[src/rtl/spqdk_pkg.sv]
// Shared types and codes for the sorted priority queue with decrease-key.
`timescale 1ns / 1ps
`default_nettype none

package spqdk_pkg;

  localparam int Q_DEPTH = 1024;
  localparam int MODE_W  = 2;
  localparam int ROW_W   = 10;
  localparam int COL_W   = 10;
  localparam int KEY_W   = 32;
  localparam int STAT_W  = 2;
  localparam int OCC_W   = $clog2(Q_DEPTH + 1);

  localparam logic [MODE_W-1:0] MODE_INSERT   = 2'd0;
  localparam logic [MODE_W-1:0] MODE_DECREASE = 2'd1;
  localparam logic [MODE_W-1:0] MODE_POP      = 2'd2;
  localparam logic [MODE_W-1:0] MODE_NOP      = 2'd3;

  localparam logic [STAT_W-1:0] ST_OK      = 2'd0;
  localparam logic [STAT_W-1:0] ST_FULL    = 2'd1;
  localparam logic [STAT_W-1:0] ST_EMPTY   = 2'd2;
  localparam logic [STAT_W-1:0] ST_MISSING = 2'd3;

  typedef struct packed {
    logic [MODE_W-1:0] mode;
    logic [ROW_W-1:0]  grid_row;
    logic [COL_W-1:0]  grid_col;
    logic [KEY_W-1:0]  key_in;
  } in_item_t;

  typedef struct packed {
    logic [STAT_W-1:0] status;
    logic [ROW_W-1:0]  popped_row;
    logic [COL_W-1:0]  popped_col;
    logic [KEY_W-1:0]  popped_key;
    logic [OCC_W-1:0]  occupancy;
  } out_item_t;

  typedef struct packed {
    logic [ROW_W-1:0] row;
    logic [COL_W-1:0] col;
    logic [KEY_W-1:0] key;
  } entry_t;

  // Command broadcast to every cell
  typedef enum logic [2:0] {
    CMD_HOLD,
    CMD_CLEAR,
    CMD_FWD,
    CMD_BACK,
    CMD_COMMIT,
    CMD_POP
  } cell_cmd_t;

  typedef struct packed {
    cell_cmd_t cmd;
    logic      ins;
    entry_t    ent;
  } cell_ctrl_t;

  // Cell to its tail-side neighbor
  typedef struct packed {
    entry_t ent;
    logic   pre;
    logic   in_region;
  } fwd_link_t;

  // Cell to its head-side neighbor
  typedef struct packed {
    entry_t ent;
    logic   run;
    logic   found;
  } bwd_link_t;

endpackage

`default_nettype wire

[src/rtl/spqdk_cell.sv]
// One queue slot: holds an entry plus the scan flags that ripple between neighbors.
`timescale 1ns / 1ps
`default_nettype none

module spqdk_cell #(
  parameter int QUEUE_DEPTH = spqdk_pkg::Q_DEPTH,
  parameter int IDX         = 0,
  localparam int CNT_W      = $clog2(QUEUE_DEPTH + 1)
) (
  input  wire logic                  clk,
  input  wire logic                  rst_n,
  input  wire spqdk_pkg::cell_ctrl_t ctrl,
  input  wire logic [CNT_W-1:0]      count,
  input  wire spqdk_pkg::fwd_link_t  lft,
  input  wire spqdk_pkg::bwd_link_t  rgt,
  output spqdk_pkg::fwd_link_t       to_r,
  output spqdk_pkg::bwd_link_t       to_l
);

  spqdk_pkg::entry_t ent_r;
  logic              pre_r;   // a match exists at a slot nearer the head
  logic              sh_r;    // slot moves one place toward the tail on commit
  logic              f_r;     // target slot found at or behind this slot

  logic live;
  logic match;
  logic is_m;
  logic le;
  logic in_reg;

  assign live   = CNT_W'(IDX) < count;
  assign match  = live && (ent_r.row == ctrl.ent.row) && (ent_r.col == ctrl.ent.col);
  // insert targets the first free slot, decrease the first matching one
  assign is_m   = ctrl.ins ? (count == CNT_W'(IDX)) : (match && !pre_r);
  assign le     = ent_r.key <= ctrl.ent.key;
  assign in_reg = sh_r | is_m;

  assign to_r.ent       = ent_r;
  assign to_r.pre       = pre_r | match;
  assign to_r.in_region = in_reg;
  assign to_l.ent       = ent_r;
  assign to_l.run       = in_reg;
  assign to_l.found     = f_r;

  always_ff @(posedge clk) begin
    if (!rst_n) begin
      pre_r <= 1'b0;
      sh_r  <= 1'b0;
      f_r   <= 1'b0;
    end else begin
      unique case (ctrl.cmd)
        spqdk_pkg::CMD_CLEAR: begin
          pre_r <= 1'b0;
          sh_r  <= 1'b0;
          f_r   <= 1'b0;
        end
        spqdk_pkg::CMD_FWD: begin
          pre_r <= lft.pre;
        end
        spqdk_pkg::CMD_BACK: begin
          // the run stops at the first key not greater than the new one
          sh_r <= rgt.run & ~le;
          f_r  <= is_m | rgt.found;
        end
        default: begin
        end
      endcase
    end
  end

  always_ff @(posedge clk) begin
    unique case (ctrl.cmd)
      spqdk_pkg::CMD_COMMIT: begin
        if (in_reg) begin
          ent_r <= lft.in_region ? lft.ent : ctrl.ent;
        end
      end
      spqdk_pkg::CMD_POP: begin
        ent_r <= rgt.ent;
      end
      default: begin
      end
    endcase
  end

endmodule

`default_nettype wire

[config.mk]
export PLATFORM = sky130hd
export DESIGN_NAME = spqdk_cell
export DESIGN_NICKNAME = d
export VERILOG_FILES = /design/src/rtl/spqdk_pkg.sv /design/src/rtl/spqdk_cell.sv
export SDC_FILE = /design/constraint.sdc
export NUM_CORES = 1
export LEC_CHECK = 0
export BUFFER_PORTS_ARGS = -buffer_cell sky130_fd_sc_hd__buf_2
export CORE_AREA = 4 4 108 110
export CTS_CLUSTER_SIZE = 40
export DETAILED_ROUTE_END_ITERATION = 12
export DIE_AREA = 0 0 112 114
export GPL_TIMING_DRIVEN = 0
export HOLD_SLACK_MARGIN = 0.15
export PLACE_DENSITY = 0.76
export SYNTH_ARGS = -nofsm -noshare
export SYNTH_HDL_FRONTEND = slang
export SYNTH_SLANG_ARGS = --single-unit
[constraint.sdc]
create_clock -name clk -period 17.2 [get_ports clk]
set_input_delay 0.86 -clock clk [delete_from_list [all_inputs] [get_ports clk]]
set_output_delay 0.86 -clock clk [all_outputs]
set_load 0.01 [all_outputs]
==> results.toml <==
[global_routing]
grt_pass1_vias = 4427
grtUsageTotal_pct = 20.85
antenna_found_initial = 0
grt_max_degree = 20
grt.overflow.total = 0
grt_pass1_wl_um = 21580

[pwr]
switching_power_uw = 92.81
ir_drop_mv = 0.03606
power_frac_clock_pct = 27.4
power_density_mw_per_mm2 = 55.84
p_int_uw = 247.9
power_frac_comb_pct = 26.3
p_sw_share_pct = 27.24
power.leakage_nw = 3.150
pwr-share-seq_pct = 46.3

[critical_path]
r2r_start = "to_l[48]"
reg2regPathDepth = 7
arrival_ps = 2340
cp_max_fo = 3
reg2reg_slack_ps = 14460
cp-end-kind = "output port"
reg2reg_to = "to_l[11]"
required_ps = 16340
worstSetupPathType = "in2out"
cp-start-kind = "primary input"

[yosys]
synth_seq_cells = 55
ys_async_sr_fraction_pct = 0
synthTopCellsByArea = "edfxtp_1, mux2i_1, buf_4"
yosys.area.top_type_share_pct = 36.09
synth_edf_count = 52
ys_seq_area_share_pct = 37.48
syn_nets = 663
syn_area_mm2 = 0.004327
avgSynthCellArea_um2 = 9.530
synth_cell_type_count = 41
synth_cells = 454
yosysWarnings = 0
yosysTopAreaCell = "edfxtp_1"
synth_top_flop_cell = "edfxtp_1"

[finish]
antenna_cells = 0
mostFrequentLayoutCell = "buf_2"
syn2layout_area_growth_pct = 41.04
n_fill_cell = 981
finalNetCount = 956
layout_common_cells = "buf_2, a21oi_1, nor2_1, buf_4"
drive_above_1_share_pct = 48.66

[min_path]
min_from = "pre_r"
hold_depth = 2
worstHoldPathType = "reg2reg"
min_to = "pre_r"

[routing]
finalWirelength_um = 13950
vias_per_cell = 4.845
wl_per_cell_um = 15.71
num_vias = 4302
detailedRoute.firstPassIterationCount = 5
dr.first_iter.drc_count = 187
postRouteAntennaNets = 0
drcViolationCount = 0

[floorplan]
start_util_pct = 40.44
coreArea_mm2 = 0.01070
die_w_um = 112
fp.dieH_um = 114
ios = 285
die_area_mm2 = 0.01277
num_rows = 38

[clock_network]
clk_path_buf_depth = 2
numCtsBuffers = 5
cts_tree = "done"
ctsHoldBuffers = 0
insertion_delay_ps = 320
cts_setup_buffers = 0
cts.sinks = 55
cts_max_level = 2
clkTransAtPathRegs_ps = 110
cts_repair_resize_count = 0
cts-root-buf = "clkbuf_8"

[timing]
slew_violations = 0
clock_skew_ps = 13.53
relSlewSlack_pct = 42.68
fin_setup_tns_ps = 0
worst_pin_slew_ps = 859.8
rsz0062_at_grt = "no"
period_share_pct = 18.59
setup_viol = 0
hold_violations = 0
fmax_ghz = 0.3127
worst_slack_ps = 14000
fin_crit_ps = 3198

[outcome]
status = "finished, final reports clean"

[placement]
hpwl_um = 11780
gp_congestion = 0.8624
portBuffers = 283
pre_cts_slack_ps = 13890

[flow_run]
drv_cap = 0
layout make-up:
cell class	count	area (µm²)	area share (%)
Clock inverter	2	38.79	0.6356
Clock buffer	6	82.58	1.353
Tap cell	140	175.2	2.871
Timing Repair Buffer	286	1461	23.95
Sequential cell	55	1622	26.57
Multi-Input combinational cell	292	2059	33.75
Inverter	34	127.6	2.091
Buffer	73	535.5	8.776
synthesized netlist by cell type, types with 6 or more instances:
cell type  instances
o21ai_0            7
edfxtp_1          52
nand2_1            9
buf_4             55
nand3_1            6
buf_6              7
xnor2_1           20
a21oi_1           67
nand4_1           10
nor2_1            60
inv_1             33
clkbuf_1           6
ha_1              32
mux2i_1           52
metal layers:
| layer | routed length (µm) | vias up | GRT usage, % |
|---|---|---|---|
| met1 | 5420 | 1970 | 24.24 |
| met4 | 176 | 0 | 5.288 |
| met5 | 0 | - | 0 |
| met2 | 7317 | 188 | 39.29 |
| li1 | - | 2130 | - |
| met3 | 1037 | 14 | 4.085 |
cells by family after synthesis:
kind of cell | synth area share (%)
buffers and inverters | 15.33
and+or+nand+nor | 10.61
AOI/OAI and AO/OA | 11.25
DFF | 37.48
muxes | 12.03
adders and majority gates | 9.254
xor gates and xnor gates | 4.049
sequential cells by signal, indices dropped and copies added (netlist names):
| name | cells |
|---|---|
| f_r | 1 |
| sh_r | 1 |
| to_l | 52 |
| pre_r | 1 |
worst max-delay path by stage:
stage                         start       end
after detailed placement   ctrl[46]   to_l[5]
after global placement     ctrl[34]  to_l[12]
final                      ctrl[46]   to_r[0]
after floorplan           count[10]  to_l[10]
after CTS                  ctrl[46]   to_r[0]
after global routing       ctrl[46]   to_l[1]
power groups by stage:
| stage | clock (mW) | sequential (mW) | combinational [mW] |
|---|---|---|---|
| 2_1_floorplan | 0 | 0.163 | 0.0456 |
| 3_3_place_gp | 0 | 0.162 | 0.0863 |
| 3_5_place_dp | 0 | 0.161 | 0.0902 |
| 4_1_cts | 0.0953 | 0.158 | 0.0903 |
| 5_1_grt | 0.100 | 0.159 | 0.0991 |
| 6_report | 0.0934 | 0.158 | 0.0894 |
worst max-delay path: stages:
cell and delay (ps):
buf_2 110, xnor2_1 200, nand4_1 140, nor4_2 410, nand3_1 230, nand2_1 150, buf_4 110, buf_2 120
per-stage QoR:
step                      util [%]  instances  hold slack, ps  area (µm²)  power (mW)
final                        57.04        888           547.1        6102      0.3407
after global routing         57.04        888           600.6        6102      0.3578
after CTS                    57.04        888           544.0        6102      0.3435
after detailed placement     55.91        880           528.1        5981      0.2510
after global placement       55.32        877           506.9        5918      0.2479
after floorplan                  -        454           484.0        4327      0.2082
Power figures use the tool's default switching activity.
