## src/rtl/spqdk_pkg.sv

```systemverilog
// Shared types and codes for the sorted priority queue with decrease-key.
`timescale 1ns / 1ps
`default_nettype none

package spqdk_pkg;

  localparam int Q_DEPTH = 1024;
  localparam int MODE_W  = 2;
  localparam int ROW_W   = 10;
  localparam int COL_W   = 10;
  localparam int KEY_W   = 32;
  localparam int STAT_W  = 2;
  localparam int OCC_W   = $clog2(Q_DEPTH + 1);

  localparam logic [MODE_W-1:0] MODE_INSERT   = 2'd0;
  localparam logic [MODE_W-1:0] MODE_DECREASE = 2'd1;
  localparam logic [MODE_W-1:0] MODE_POP      = 2'd2;
  localparam logic [MODE_W-1:0] MODE_NOP      = 2'd3;

  localparam logic [STAT_W-1:0] ST_OK      = 2'd0;
  localparam logic [STAT_W-1:0] ST_FULL    = 2'd1;
  localparam logic [STAT_W-1:0] ST_EMPTY   = 2'd2;
  localparam logic [STAT_W-1:0] ST_MISSING = 2'd3;

  typedef struct packed {
    logic [MODE_W-1:0] mode;
    logic [ROW_W-1:0]  grid_row;
    logic [COL_W-1:0]  grid_col;
    logic [KEY_W-1:0]  key_in;
  } in_item_t;

  typedef struct packed {
    logic [STAT_W-1:0] status;
    logic [ROW_W-1:0]  popped_row;
    logic [COL_W-1:0]  popped_col;
    logic [KEY_W-1:0]  popped_key;
    logic [OCC_W-1:0]  occupancy;
  } out_item_t;

  typedef struct packed {
    logic [ROW_W-1:0] row;
    logic [COL_W-1:0] col;
    logic [KEY_W-1:0] key;
  } entry_t;

  // Command broadcast to every cell
  typedef enum logic [2:0] {
    CMD_HOLD,
    CMD_CLEAR,
    CMD_FWD,
    CMD_BACK,
    CMD_COMMIT,
    CMD_POP
  } cell_cmd_t;

  typedef struct packed {
    cell_cmd_t cmd;
    logic      ins;
    entry_t    ent;
  } cell_ctrl_t;

  // Cell to its tail-side neighbor
  typedef struct packed {
    entry_t ent;
    logic   pre;
    logic   in_region;
  } fwd_link_t;

  // Cell to its head-side neighbor
  typedef struct packed {
    entry_t ent;
    logic   run;
    logic   found;
  } bwd_link_t;

endpackage

`default_nettype wire

```

## src/rtl/spqdk_ctrl.sv

```systemverilog
// Sequencer: takes commands, steps the cell row through its scans, issues results.
`timescale 1ns / 1ps
`default_nettype none

module spqdk_ctrl #(
  parameter int QUEUE_DEPTH = spqdk_pkg::Q_DEPTH,
  localparam int CNT_W      = $clog2(QUEUE_DEPTH + 1)
) (
  input  wire logic                  clk,
  input  wire logic                  rst_n,
  input  wire logic                  start,
  output logic                       busy,
  input  wire spqdk_pkg::in_item_t   in_data,
  output logic                       out_valid,
  output spqdk_pkg::out_item_t       out_data,
  output spqdk_pkg::cell_ctrl_t      ctrl,
  output logic [CNT_W-1:0]           count,
  input  wire spqdk_pkg::entry_t     head,
  input  wire logic                  found
);

  localparam int OCC_W = spqdk_pkg::OCC_W;

  typedef enum logic [2:0] {
    ST_IDLE,
    ST_FWD,
    ST_BACK,
    ST_COMMIT,
    ST_POP
  } state_t;

  state_t               state_r;
  logic [CNT_W-1:0]     count_r;
  logic [CNT_W-1:0]     step_r;
  logic                 ins_r;
  spqdk_pkg::entry_t    ent_r;
  logic                 out_valid_r;
  spqdk_pkg::out_item_t out_r;

  logic             accept;
  logic [CNT_W-1:0] cnt_inc;
  logic [CNT_W-1:0] cnt_dec;

  assign busy      = state_r != ST_IDLE;
  assign accept    = start && !busy;
  assign cnt_inc   = count_r + CNT_W'(ins_r);
  assign cnt_dec   = count_r - CNT_W'(1);
  assign count     = count_r;
  assign out_valid = out_valid_r;
  assign out_data  = out_r;

  always_comb begin
    ctrl.ins = ins_r;
    ctrl.ent = ent_r;
    unique case (state_r)
      ST_IDLE:   ctrl.cmd = accept ? spqdk_pkg::CMD_CLEAR : spqdk_pkg::CMD_HOLD;
      ST_FWD:    ctrl.cmd = spqdk_pkg::CMD_FWD;
      ST_BACK:   ctrl.cmd = spqdk_pkg::CMD_BACK;
      ST_COMMIT: ctrl.cmd = spqdk_pkg::CMD_COMMIT;
      ST_POP:    ctrl.cmd = spqdk_pkg::CMD_POP;
      default:   ctrl.cmd = spqdk_pkg::CMD_HOLD;
    endcase
  end

  always_ff @(posedge clk) begin
    if (!rst_n) begin
      state_r     <= ST_IDLE;
      count_r     <= '0;
      out_valid_r <= 1'b0;
    end else begin
      out_valid_r <= 1'b0;
      unique case (state_r)
        ST_IDLE: begin
          if (accept) begin
            ins_r            <= in_data.mode == spqdk_pkg::MODE_INSERT;
            ent_r.row        <= in_data.grid_row;
            ent_r.col        <= in_data.grid_col;
            ent_r.key        <= in_data.key_in;
            step_r           <= count_r;
            out_r.popped_row <= '0;
            out_r.popped_col <= '0;
            out_r.popped_key <= '0;
            out_r.occupancy  <= OCC_W'(count_r);
            unique case (in_data.mode)
              spqdk_pkg::MODE_INSERT: begin
                if (count_r == CNT_W'(QUEUE_DEPTH)) begin
                  out_r.status <= spqdk_pkg::ST_FULL;
                  out_valid_r  <= 1'b1;
                end else begin
                  state_r <= ST_BACK;
                end
              end
              spqdk_pkg::MODE_DECREASE: begin
                state_r <= ST_FWD;
              end
              spqdk_pkg::MODE_POP: begin
                if (count_r == '0) begin
                  out_r.status <= spqdk_pkg::ST_EMPTY;
                  out_valid_r  <= 1'b1;
                end else begin
                  state_r <= ST_POP;
                end
              end
              default: begin
                out_r.status <= spqdk_pkg::ST_OK;
                out_valid_r  <= 1'b1;
              end
            endcase
          end
        end
        ST_FWD: begin
          // match-before flags settle one slot per step
          if (step_r == '0) begin
            state_r <= ST_BACK;
            step_r  <= count_r;
          end else begin
            step_r <= step_r - CNT_W'(1);
          end
        end
        ST_BACK: begin
          if (step_r == '0) begin
            state_r <= ST_COMMIT;
          end else begin
            step_r <= step_r - CNT_W'(1);
          end
        end
        ST_COMMIT: begin
          state_r         <= ST_IDLE;
          count_r         <= cnt_inc;
          out_r.status    <= (ins_r || found) ? spqdk_pkg::ST_OK : spqdk_pkg::ST_MISSING;
          out_r.occupancy <= OCC_W'(cnt_inc);
          out_valid_r     <= 1'b1;
        end
        ST_POP: begin
          state_r          <= ST_IDLE;
          count_r          <= cnt_dec;
          out_r.status     <= spqdk_pkg::ST_OK;
          out_r.popped_row <= head.row;
          out_r.popped_col <= head.col;
          out_r.popped_key <= head.key;
          out_r.occupancy  <= OCC_W'(cnt_dec);
          out_valid_r      <= 1'b1;
        end
        default: begin
          state_r <= ST_IDLE;
        end
      endcase
    end
  end

endmodule

`default_nettype wire

```

## config.mk

```make
export PLATFORM = sky130hd
export DESIGN_NAME = spqdk_ctrl
export DESIGN_NICKNAME = d
export VERILOG_FILES = /design/src/rtl/spqdk_pkg.sv /design/src/rtl/spqdk_ctrl.sv
export SDC_FILE = /design/constraint.sdc
export NUM_CORES = 1
export LEC_CHECK = 0
export BUFFER_PORTS_ARGS = -buffer_cell sky130_fd_sc_hd__buf_2
export CORE_AREA = 2 2 125 127
export DETAILED_ROUTE_END_ITERATION = 12
export DIE_AREA = 0 0 127 129
export PLACE_DENSITY = 0.68
export REMOVE_ABC_BUFFERS = 1
export SLEW_MARGIN = 10
export SYNTH_ARGS = -nofsm -noshare
export SYNTH_HDL_FRONTEND = slang
export SYNTH_SLANG_ARGS = --single-unit
export TNS_END_PERCENT = 5
```

## constraint.sdc

```tcl
create_clock -name clk -period 14.2 [get_ports clk]
set_clock_uncertainty 0.05 [all_clocks]
set_input_delay 2.13 -clock clk [delete_from_list [all_inputs] [get_ports clk]]
set_output_delay 2.13 -clock clk [all_outputs]
set_load 0.1 [all_outputs]
```

==> tab_implementation.tex, run 1 <==
\begin{tabular}{lr}
\hline
Metric & Value \\
\hline
\multicolumn{2}{l}{\textbf{Timing}} \\
Slew @ Worst Pin & 0.9248 ns \\
Worst hold slack across all endpoints & 0.5760 ns \\
F\_max & 0.1822 GHz \\
Post-Route Setup TNS & 0 ns \\
Min Tclk post-route & 5.490 ns \\
RSZ-0062 raised after global routing & false \\
Setup-failing EPs final & 0 \\
Worst path setup slack after routing & 8.710 ns \\
Period utilization & 38.66\% \\
Endpoints failing hold & 0 \\
Max\_slew headroom & 38.12\% \\
Final Max Tran Viols & 0 \\
\multicolumn{2}{l}{\textbf{Power and ir drop}} \\
Standby leakage power & 3.464 nW \\
Maximum vdd drop & 0.0001252 V \\
Part of the total power dissipated in sequential elements & 35.6\% \\
Switching share of power & 42.90\% \\
Power share of the combinational group & 36.7\% \\
Power density normalized to cell area & 204.6 nW/um2 \\
Clock share of power & 27.7\% \\
Sw power & 0.6963 mW \\
Power Internal & 0.9269 mW \\
\multicolumn{2}{l}{\textbf{Global routing}} \\
Number of antenna violations at the first check in global routing & 0 \\
Global route overflow & 0 \\
Number of global-route vias before repair & 3,836 \\
Largest net degree at the start of global routing & 59 \\
Overall Global Routing Usage & 16.38\% \\
Global-route wire length before repair & 20,350 um \\
\multicolumn{2}{l}{\textbf{Drt}} \\
Number of optimization iterations in the first detailed-route pass & 4 \\
Aggregate routed wire length & 14,340 um \\
Number of DRC markers in iteration 0 & 261 \\
Highest metal layer with signal wires & met4 \\
Wire length on met1 & 5697 um \\
Final ANT Viol Nets & 0 \\
Sum of met3 wire segment lengths after detailed routing & 942 um \\
Average wire per standard cell & 16.81 um \\
Via count & 4,136 \\
Routed length on met2 & 7419 um \\
DRC errors left & 0 \\
Via-to-Cell Ratio & 4.849 \\
\multicolumn{2}{l}{\textbf{Final layout}} \\
Post-synthesis to final-layout area growth & 33.36\% \\
Total number of nets in the final design & 773 \\
Layout fillers & 1,313 \\
Number of diodes & 0 \\
Proportion of layout cells with a drive suffix above 1 & 44.51\% \\
Cell area after layout & 7933 um2 \\
\multicolumn{2}{l}{\textbf{Clock tree}} \\
Cell at the root of the clock tree & clkbuf\_16 \\
CTS tree & built \\
Worst skew pair latency & 0.42 ns \\
Total clock buffers created by CTS & 17 \\
Post-CTS setup buffer count & 0 \\
Htree depth & 4 \\
Deepest clock path buffer count & 2 \\
Number of instances resized during post-cts repair & 0 \\
Clock transition at the registers of the reported paths & 0.06 ns \\
Number of sinks on the clock net & 144 \\
Hold buffer count at CTS & 0 \\
\multicolumn{2}{l}{\textbf{Floorplan}} \\
Die area & 16,380 um2 \\
Width of the chip & 127 um \\
Initial Utilization & 39.72\% \\
Count of pins on the block boundary & 244 \\
Vert. Die Dim & 129 um \\
Core area & 14,980 um2 \\
Total number of placement rows & 45 \\
\multicolumn{2}{l}{\textbf{Place}} \\
Weighted congestion at the end of routability-driven global placement & 0.8468 \\
Placed wire-length estimate after detailed placement & 10,530 um \\
PortBufs & 243 \\
Post-DP Area & 7330 um2 \\
Worst setup timing slack at the placement stage & 8.745 ns \\
\multicolumn{2}{l}{\textbf{Critical path}} \\
Largest stage delay on the critical path & 0.46 ns \\
Cell occurring most often along the worst timing path & buf\_2 \\
Reg-to-reg setup timing slack & 11.73 ns \\
Arrival time reported for the critical path endpoint & 3.31 ns \\
Crit. End Element & primary output \\
Worst R2R End & out\_data[9] \\
Crit Reg-Reg Startpoint & state\_r[0] \\
Worst R2R Path Depth & 3 \\
Kind of critical path & in -> out \\
Critical-path cell with the highest stage delay & buf\_2 \\
CP cell instances & buf\_2 > nor2\_1 > or2\_2 > a21oi\_1 > buf\_2 \\
Largest fanout of any net on the critical path & 6 \\
Top cell family by delay on the critical path & buffers and inverters \\
Bufs and invs on worst path & 2 \\
WP data required & 12.02 ns \\
Worst Setup Start Kind & input port \\
\multicolumn{2}{l}{\textbf{Synth}} \\
Cell count after synthesis & 407 \\
Cell variety after synth & 53 \\
Syn\_area\_per\_cell & 14.61 um2 \\
Count of flip-flops with a built-in enable after synthesis & 129 \\
Area of the mapped netlist & 5948 um2 \\
Register area share after synthesis & 70.17\% \\
Primary flip-flop cell chosen by synthesis mapping & edfxtp\_1 \\
Number of register bits inferred by synthesis & 144 \\
Syn. warnings & 0 \\
Share of flip-flops with an asynchronous set or reset & 0\% \\
\multicolumn{2}{l}{\textbf{Worst hold path}} \\
Hold path endpoint & count[10] \\
Hold Crit Depth & 2 \\
HP Start & count[10] \\
Min-Delay Path Class & reg -> reg \\
\multicolumn{2}{l}{\textbf{Outcome}} \\
Status & complete, no violations \\
\multicolumn{2}{l}{\textbf{Flow run}} \\
Max-cap check violation count & 0 \\
\hline
\end{tabular}
==> area by class of cell <==
cell class | count | area (um2) | area share [%]
Inverter | 14 | 52.55 | 0.6625
Timing Repair Buffer | 245 | 1231 | 15.52
Clock buffer | 20 | 436.7 | 5.505
Sequential cell | 144 | 4174 | 52.62
Multi-Input combinational cell | 230 | 1640 | 20.68
Tap cell | 188 | 235.2 | 2.965
Clock inverter | 12 | 162.7 | 2.050
==> cells in the mapped netlist, types with 2 or more instances <==
master	n	share of area [%]
edfxtp_1	129	65
and2_1	59	6.2
nor2_1	22	1.4
dfxtp_1	15	5.0
nand2_1	15	0.95
inv_1	14	0.88
ha_1	11	2.3
o21ai_0	11	0.93
xor2_1	10	1.5
clkbuf_1	9	0.57
nor3_1	9	0.76
nand3_1	8	0.67
buf_2	7	0.59
mux2i_1	7	1.2
mux2_4	6	1.5
a31oi_1	5	0.53
nand4_1	5	0.53
xnor2_1	5	0.74
a21oi_1	4	0.34
and4_1	4	0.59
nand2b_1	4	0.42
a21o_1	3	0.38
and3_1	3	0.32
nor2b_1	3	0.32
or2_2	3	0.32
a221o_1	2	0.34
buf_6	2	0.38
mux2_2	2	0.38
nand3b_1	2	0.25
nand4b_1	2	0.29
nor3_2	2	0.34
nor4_1	2	0.21
o22ai_1	2	0.21
==> stage by stage <==
| stage | total power, mW | util, % | cells |
|---|---|---|---|
| 2_1_floorplan | 1.079 | - | 388 |
| 3_3_place_gp | 1.175 | 48.94 | 821 |
| 3_5_place_dp | 1.184 | 48.94 | 821 |
| 4_1_cts | 1.634 | 52.94 | 853 |
| 5_1_grt | 1.675 | 52.97 | 853 |
| 6_report | 1.623 | 52.97 | 853 |
==> routing by layer <==
layer,GRT usage (%),vias up
li1,-,1977
met4,7.692,0
met5,0,-
met1,19.31,1967
met3,3.950,20
met2,28.43,172
==> state kept, by name (all words and copies together) (netlist names) <==
signal	cells
state_r	3
out_valid	1
out_data	65
ins_r	1
count	11
ctrl	52
step_r	11
==> layout by cell type, fill, tap and decap left out, drive strengths merged, types with 7 or more instances in the layout <==
cell and count:
and2 59, buf 245, clkbuf 20, dfxtp 15
edfxtp 129, ha 11, inv 16, mux2 8
mux2i 7, nand2 15, nand3 8, nor2 22
nor3 11, o21ai 11, xor2 10
==> power groups by stage <==
stage | combinational, mW | sequential, mW | clock [mW]
2_1_floorplan | 0.167 | 0.912 | 0
3_3_place_gp | 0.590 | 0.585 | 0
3_5_place_dp | 0.597 | 0.588 | 0
4_1_cts | 0.598 | 0.579 | 0.457
5_1_grt | 0.618 | 0.584 | 0.473
6_report | 0.595 | 0.578 | 0.450
==> worst reg2reg max path: stages, from the launching register on <==
cell     delay (ns)
dfxtp_1        0.79
and3b_1        0.46
nor2_1         0.09
nor2_1         0.71
==> logic make-up (layout without fill, tap and decap cells) <==
logic type                 Yosys count  after routing  share of synthesized area [%]
AOI/OAI and AO/OA                   39             39                          4.859
and+or+nand+nor                    150            150                          14.83
buffers and inverters               33            291                          2.545
muxes                               15             15                          3.071
xor gates and xnor gates            15             15                          2.209
adders and majority gates           11             11                          2.314
DFF                                144            144                          70.17
==> worst max-delay path by stage <==
stage / startpoint / to / slack [ns] / depth (start not counted)
3_3_place_gp: start / ctrl[53] / 8.79 / 5
6_report: start / ctrl[53] / 8.71 / 5
5_1_grt: start / ctrl[53] / 8.68 / 5
2_1_floorplan: rst_n / out_data[11] / 6.36 / 2
4_1_cts: start / ctrl[53] / 8.74 / 5
3_5_place_dp: start / ctrl[53] / 8.74 / 5
Power figures use the tool's default switching activity.
==> inputs of run 2 (changes only) <==
--- a/config.mk
+++ b/config.mk
@@ -5,11 +5,12 @@
 export SDC_FILE = /design/constraint.sdc
 export NUM_CORES = 1
 export LEC_CHECK = 0
+export ABC_AREA = 1
 export BUFFER_PORTS_ARGS = -buffer_cell sky130_fd_sc_hd__buf_2
-export CORE_AREA = 2 2 125 127
+export CORE_AREA = 2 2 127 129
 export DETAILED_ROUTE_END_ITERATION = 12
-export DIE_AREA = 0 0 127 129
-export PLACE_DENSITY = 0.68
+export DIE_AREA = 0 0 129 131
+export PLACE_DENSITY = 0.67
 export REMOVE_ABC_BUFFERS = 1
 export SLEW_MARGIN = 10
 export SYNTH_ARGS = -nofsm -noshare
==> constraint.sdc (replaced) <==
create_clock -name clk -period 5.3 [get_ports clk]
set_clock_uncertainty 0.05 [all_clocks]
set_input_delay 0.795 -clock clk [delete_from_list [all_inputs] [get_ports clk]]
set_output_delay 0.795 -clock clk [all_outputs]
set_load 0.1 [all_outputs]
==> tab_implementation.tex, run 2 <==
\begin{tabular}{lr}
\hline
Metric & Value \\
\hline
\multicolumn{2}{l}{\textbf{Drt}} \\
Aggregate routed wire length & 14,970 um (was 14,340 um) \\
DRC errors left & 0 (unchanged) \\
Number of DRC markers in iteration 0 & 352 (was 261) \\
Final ANT Viol Nets & 0 (unchanged) \\
Via count & 4,701 (was 4,136) \\
Average wire per standard cell & 14.42 um (was 16.81 um) \\
Number of optimization iterations in the first detailed-route pass & 4 (unchanged) \\
Via-to-Cell Ratio & 4.529 (was 4.849) \\
\multicolumn{2}{l}{\textbf{Timing}} \\
Min Tclk post-route & 2.916 ns \\
Period utilization & 55.02\% \\
Slew @ Worst Pin & 0.9645 ns (was 0.9248 ns) \\
F\_max & 0.3429 GHz \\
Final Max Tran Viols & 0 (unchanged) \\
Endpoints failing hold & 0 (unchanged) \\
Post-Route Setup TNS & 0 ns (unchanged) \\
RSZ-0062 raised after global routing & false (unchanged) \\
Max\_slew headroom & 35.47\% (was 38.12\%) \\
Setup-failing EPs final & 0 (unchanged) \\
Worst path setup slack after routing & 2.384 ns (was 8.710 ns) \\
\multicolumn{2}{l}{\textbf{Critical path}} \\
Worst R2R Path Depth & 9 (was 3) \\
Largest fanout of any net on the critical path & 61 (was 6) \\
Critical-path cell with the highest stage delay & dfxtp\_1 (was buf\_2) \\
CP cell instances & inv\_2 > nand2\_4 > nor2\_4 > inv\_4 > nand2\_4 > buf\_2 (was buf\_2 > nor2\_1 > or2\_2 > a21oi\_1 > buf\_2) \\
Worst Setup Start Kind & flop (was input port) \\
Worst R2R End & out\_data[8] (was out\_data[9]) \\
Crit. End Element & primary output (unchanged) \\
Top cell family by delay on the critical path & buffers and inverters (unchanged) \\
Bufs and invs on worst path & 3 (was 2) \\
Cell occurring most often along the worst timing path & nand2\_4 (was buf\_2) \\
Largest stage delay on the critical path & 0.45 ns (was 0.46 ns) \\
Reg-to-reg setup timing slack & 3.06 ns (was 11.73 ns) \\
Crit Reg-Reg Startpoint & count[0] (was state\_r[0]) \\
Arrival time reported for the critical path endpoint & 2.07 ns (was 3.31 ns) \\
Kind of critical path & reg -> out (was in -> out) \\
WP data required & 4.45 ns (was 12.02 ns) \\
\multicolumn{2}{l}{\textbf{Synth}} \\
Post-synth top cells & edfxtp\_1 (129), inv\_1 (94), nor2\_1 (93) (was edfxtp\_1 (129), and2\_1 (59), nor2\_1 (22)) \\
Count of flip-flops with a built-in enable after synthesis & 129 (unchanged) \\
Top cell type by total area after synthesis & edfxtp\_1 (unchanged) \\
XOR/XNOR Fraction of Synth Area & 1.146\% (was 2.209\%) \\
Area of the mapped netlist & 6115 um2 (was 5948 um2) \\
Register area share after synthesis & 68.26\% (was 70.17\%) \\
Post-synthesis adder-cell area fraction & 2.251\% (was 2.314\%) \\
Syn\_area\_per\_cell & 10.96 um2 (was 14.61 um2) \\
Cell count after synthesis & 558 (was 407) \\
Primary flip-flop cell chosen by synthesis mapping & edfxtp\_1 (unchanged) \\
Largest cells by area after synthesis & edfxtp\_1 (63\%), inv\_1 (5.8\%), nor2\_1 (5.7\%) (was edfxtp\_1 (65\%), and2\_1 (6.2\%), dfxtp\_1 (5.0\%)) \\
Combinational family with the most area after synthesis & simple AND/OR/NAND/NOR gates (unchanged) \\
Library cell with the highest instance count after synthesis & edfxtp\_1 (unchanged) \\
Area share of the leading cell type in the synthesized netlist & 63.35\% (was 65.12\%) \\
Cell variety after synth & 33 (was 53) \\
Multiplexer fraction of the synthesized cell area & 0\% (was 3.071\%) \\
Simple-gate portion of the synthesized area & 16.66\% (was 14.83\%) \\
Share of flip-flops with an asynchronous set or reset & 0\% (unchanged) \\
Area fraction in compound gates after synthesis & 3.929\% (was 4.859\%) \\
Number of register bits inferred by synthesis & 144 (unchanged) \\
Syn. warnings & 0 (unchanged) \\
\multicolumn{2}{l}{\textbf{Clock tree}} \\
Cell at the root of the clock tree & clkbuf\_16 (unchanged) \\
Number of instances resized during post-cts repair & 0 (unchanged) \\
CTS tree & built (unchanged) \\
Post-CTS setup buffer count & 0 (unchanged) \\
Total clock buffers created by CTS & 17 (unchanged) \\
Worst skew pair latency & 0.41 ns (was 0.42 ns) \\
Number of sinks on the clock net & 144 (unchanged) \\
Clock transition at the registers of the reported paths & 0.06 ns (about the same) \\
Htree depth & 4 (unchanged) \\
Deepest clock path buffer count & 2 (unchanged) \\
Hold buffer count at CTS & 0 (unchanged) \\
\multicolumn{2}{l}{\textbf{Power and ir drop}} \\
Clock share of power & 25.1\% (was 27.7\%) \\
Switching share of power & 45.63\% (was 42.90\%) \\
Standby leakage power & 3.864 nW (was 3.464 nW) \\
Power density normalized to cell area & 568.3 nW/um2 (was 204.6 nW/um2) \\
Part of the total power dissipated in sequential elements & 34.1\% (was 35.6\%) \\
Maximum vdd drop & 0.0003455 V (was 0.0001252 V) \\
Power Internal & 2.513 mW (was 0.9269 mW) \\
Power share of the combinational group & 40.7\% (was 36.7\%) \\
Sw power & 2.109 mW (was 0.6963 mW) \\
\multicolumn{2}{l}{\textbf{Floorplan}} \\
Width of the chip & 129 um (was 127 um) \\
Initial Utilization & 39.20\% (was 39.72\%) \\
Total number of placement rows & 46 (was 45) \\
Vert. Die Dim & 131 um (was 129 um) \\
Core area & 15,600 um2 (was 14,980 um2) \\
Count of pins on the block boundary & 244 (unchanged) \\
Die area & 16,900 um2 (was 16,380 um2) \\
\multicolumn{2}{l}{\textbf{Final layout}} \\
Max reg flops & 65 (unchanged) \\
Total number of nets in the final design & 932 (was 773) \\
Commonest non-fill, non-tap cell in the layout & buf\_2 (unchanged) \\
Proportion of layout cells with a drive suffix above 1 & 35.77\% (was 44.51\%) \\
Number of diodes & 0 (unchanged) \\
Leading cell types in the layout, fill and taps excluded & buf\_2 (243), edfxtp\_1 (129), inv\_1 (94), nor2\_1 (92), nand2\_1 (79) (was buf\_2 (243), edfxtp\_1 (129), and2\_1 (59), nor2\_1 (22), clkbuf\_16 (17)) \\
Post-synthesis to final-layout area growth & 33.01\% (was 33.36\%) \\
\multicolumn{2}{l}{\textbf{Worst hold path}} \\
HP Start & in\_data[8] (was count[10]) \\
Min-Delay Path Class & in -> reg (was reg -> reg) \\
Hold Crit Depth & 1 (was 2) \\
Hold path endpoint & ctrl[8] (was count[10]) \\
\multicolumn{2}{l}{\textbf{Global routing}} \\
Largest net degree at the start of global routing & 62 (was 59) \\
Number of antenna violations at the first check in global routing & 0 (unchanged) \\
Global route overflow & 0 (unchanged) \\
Overall Global Routing Usage & 17.12\% (was 16.38\%) \\
Number of global-route vias before repair & 4,369 (was 3,836) \\
Global-route wire length before repair & 21,860 um (was 20,350 um) \\
\multicolumn{2}{l}{\textbf{Place}} \\
Worst setup timing slack at the placement stage & 2.707 ns (was 8.745 ns) \\
Weighted congestion at the end of routability-driven global placement & 0.8793 (was 0.8468) \\
PortBufs & 243 (unchanged) \\
Placed wire-length estimate after detailed placement & 11,210 um (was 10,530 um) \\
\multicolumn{2}{l}{\textbf{Flow run}} \\
Max-cap check violation count & 0 (unchanged) \\
\multicolumn{2}{l}{\textbf{Outcome}} \\
Status & complete, no violations (unchanged) \\
\hline
\end{tabular}
-- run 2: cell count changes in the layout (fill, tap and decap cells not counted), sizes merged, moves of 5 or more --
cell   previous run  this run
a21oi             4        14
and2             59         0
inv              16       104
mux2              8         0
mux2i             7         0
nand2            15        83
nand3             8        36
nand4             5        10
nor2             22        96
nor3             11         4
o21ai            11        22
-- run 2: how the worst max path moves through the flow --
| stage | startpoint | to | cells after the start |
|---|---|---|---|
| 6_report | state_r[1] | ctrl[55] | 6 |
| 5_1_grt | state_r[1] | ctrl[55] | 6 |
| 4_1_cts | state_r[1] | ctrl[55] | 6 |
| 3_5_place_dp | rst_n | ctrl[13] | 4 |
| 3_3_place_gp | rst_n | ctrl[45] | 4 |
| 2_1_floorplan | rst_n | ctrl[0] | 2 |
-- run 2: logic make-up after synthesis --
group	Yosys count
AO/OA/AOI/OAI	44
XOR/XNOR	8
buffers and inverters	117
flip-flops	144
adder cells (fa/ha/maj)	11
AND/OR/NAND/NOR	234
-- run 2: stage by stage --
stage | area (um2) | cells | power [mW] | util (%) | hold WS (ns)
finish | 8133 | 1038 | 4.622 | 52.14 | 0.5091
global route | 8133 | 1038 | 4.817 | 52.14 | 0.4836
CTS | 8133 | 1038 | 4.656 | 52.14 | 0.4872
detailed placement | 7559 | 1008 | 3.484 | 48.46 | 0.5031
global placement | 7559 | 1008 | 3.468 | 48.46 | 0.5028
floorplan | 6037 | 546 | 3.140 | - | 0.4793
-- run 2: power groups by stage --
| stage | Combinational, mW | Clock, mW | Sequential, mW |
|---|---|---|---|
| after detailed placement | 1.88 | 0 | 1.60 |
| after floorplan | 0.597 | 0 | 2.54 |
| after global placement | 1.87 | 0 | 1.60 |
| final | 1.88 | 1.16 | 1.58 |
| after global routing | 1.99 | 1.23 | 1.60 |
| after CTS | 1.89 | 1.19 | 1.58 |
-- run 2: layout make-up --
| class | instances | area [um2] |
|---|---|---|
| inverter | 105 | 396.6 |
| tap | 216 | 270.3 |
| sequential | 144 | 4174 |
| fill | 1399 | 7465 |
| timing repair buffer | 246 | 1239 |
| clock buffer | 18 | 429.2 |
| multi-input combinational | 297 | 1479 |
| clock inverter | 12 | 145.1 |
-- run 2: per-layer routing --
| layer | track usage [%] | up-vias | wire length (um) |
|---|---|---|---|
| li1 | - | 2340 | - |
| met1 | 20.93 | 2151 | 6158 |
| met5 | 0 | - | 0 |
| met2 | 29.32 | 188 | 7585 |
| met4 | 7.289 | 0 | 235 |
| met3 | 3.909 | 22 | 990 |
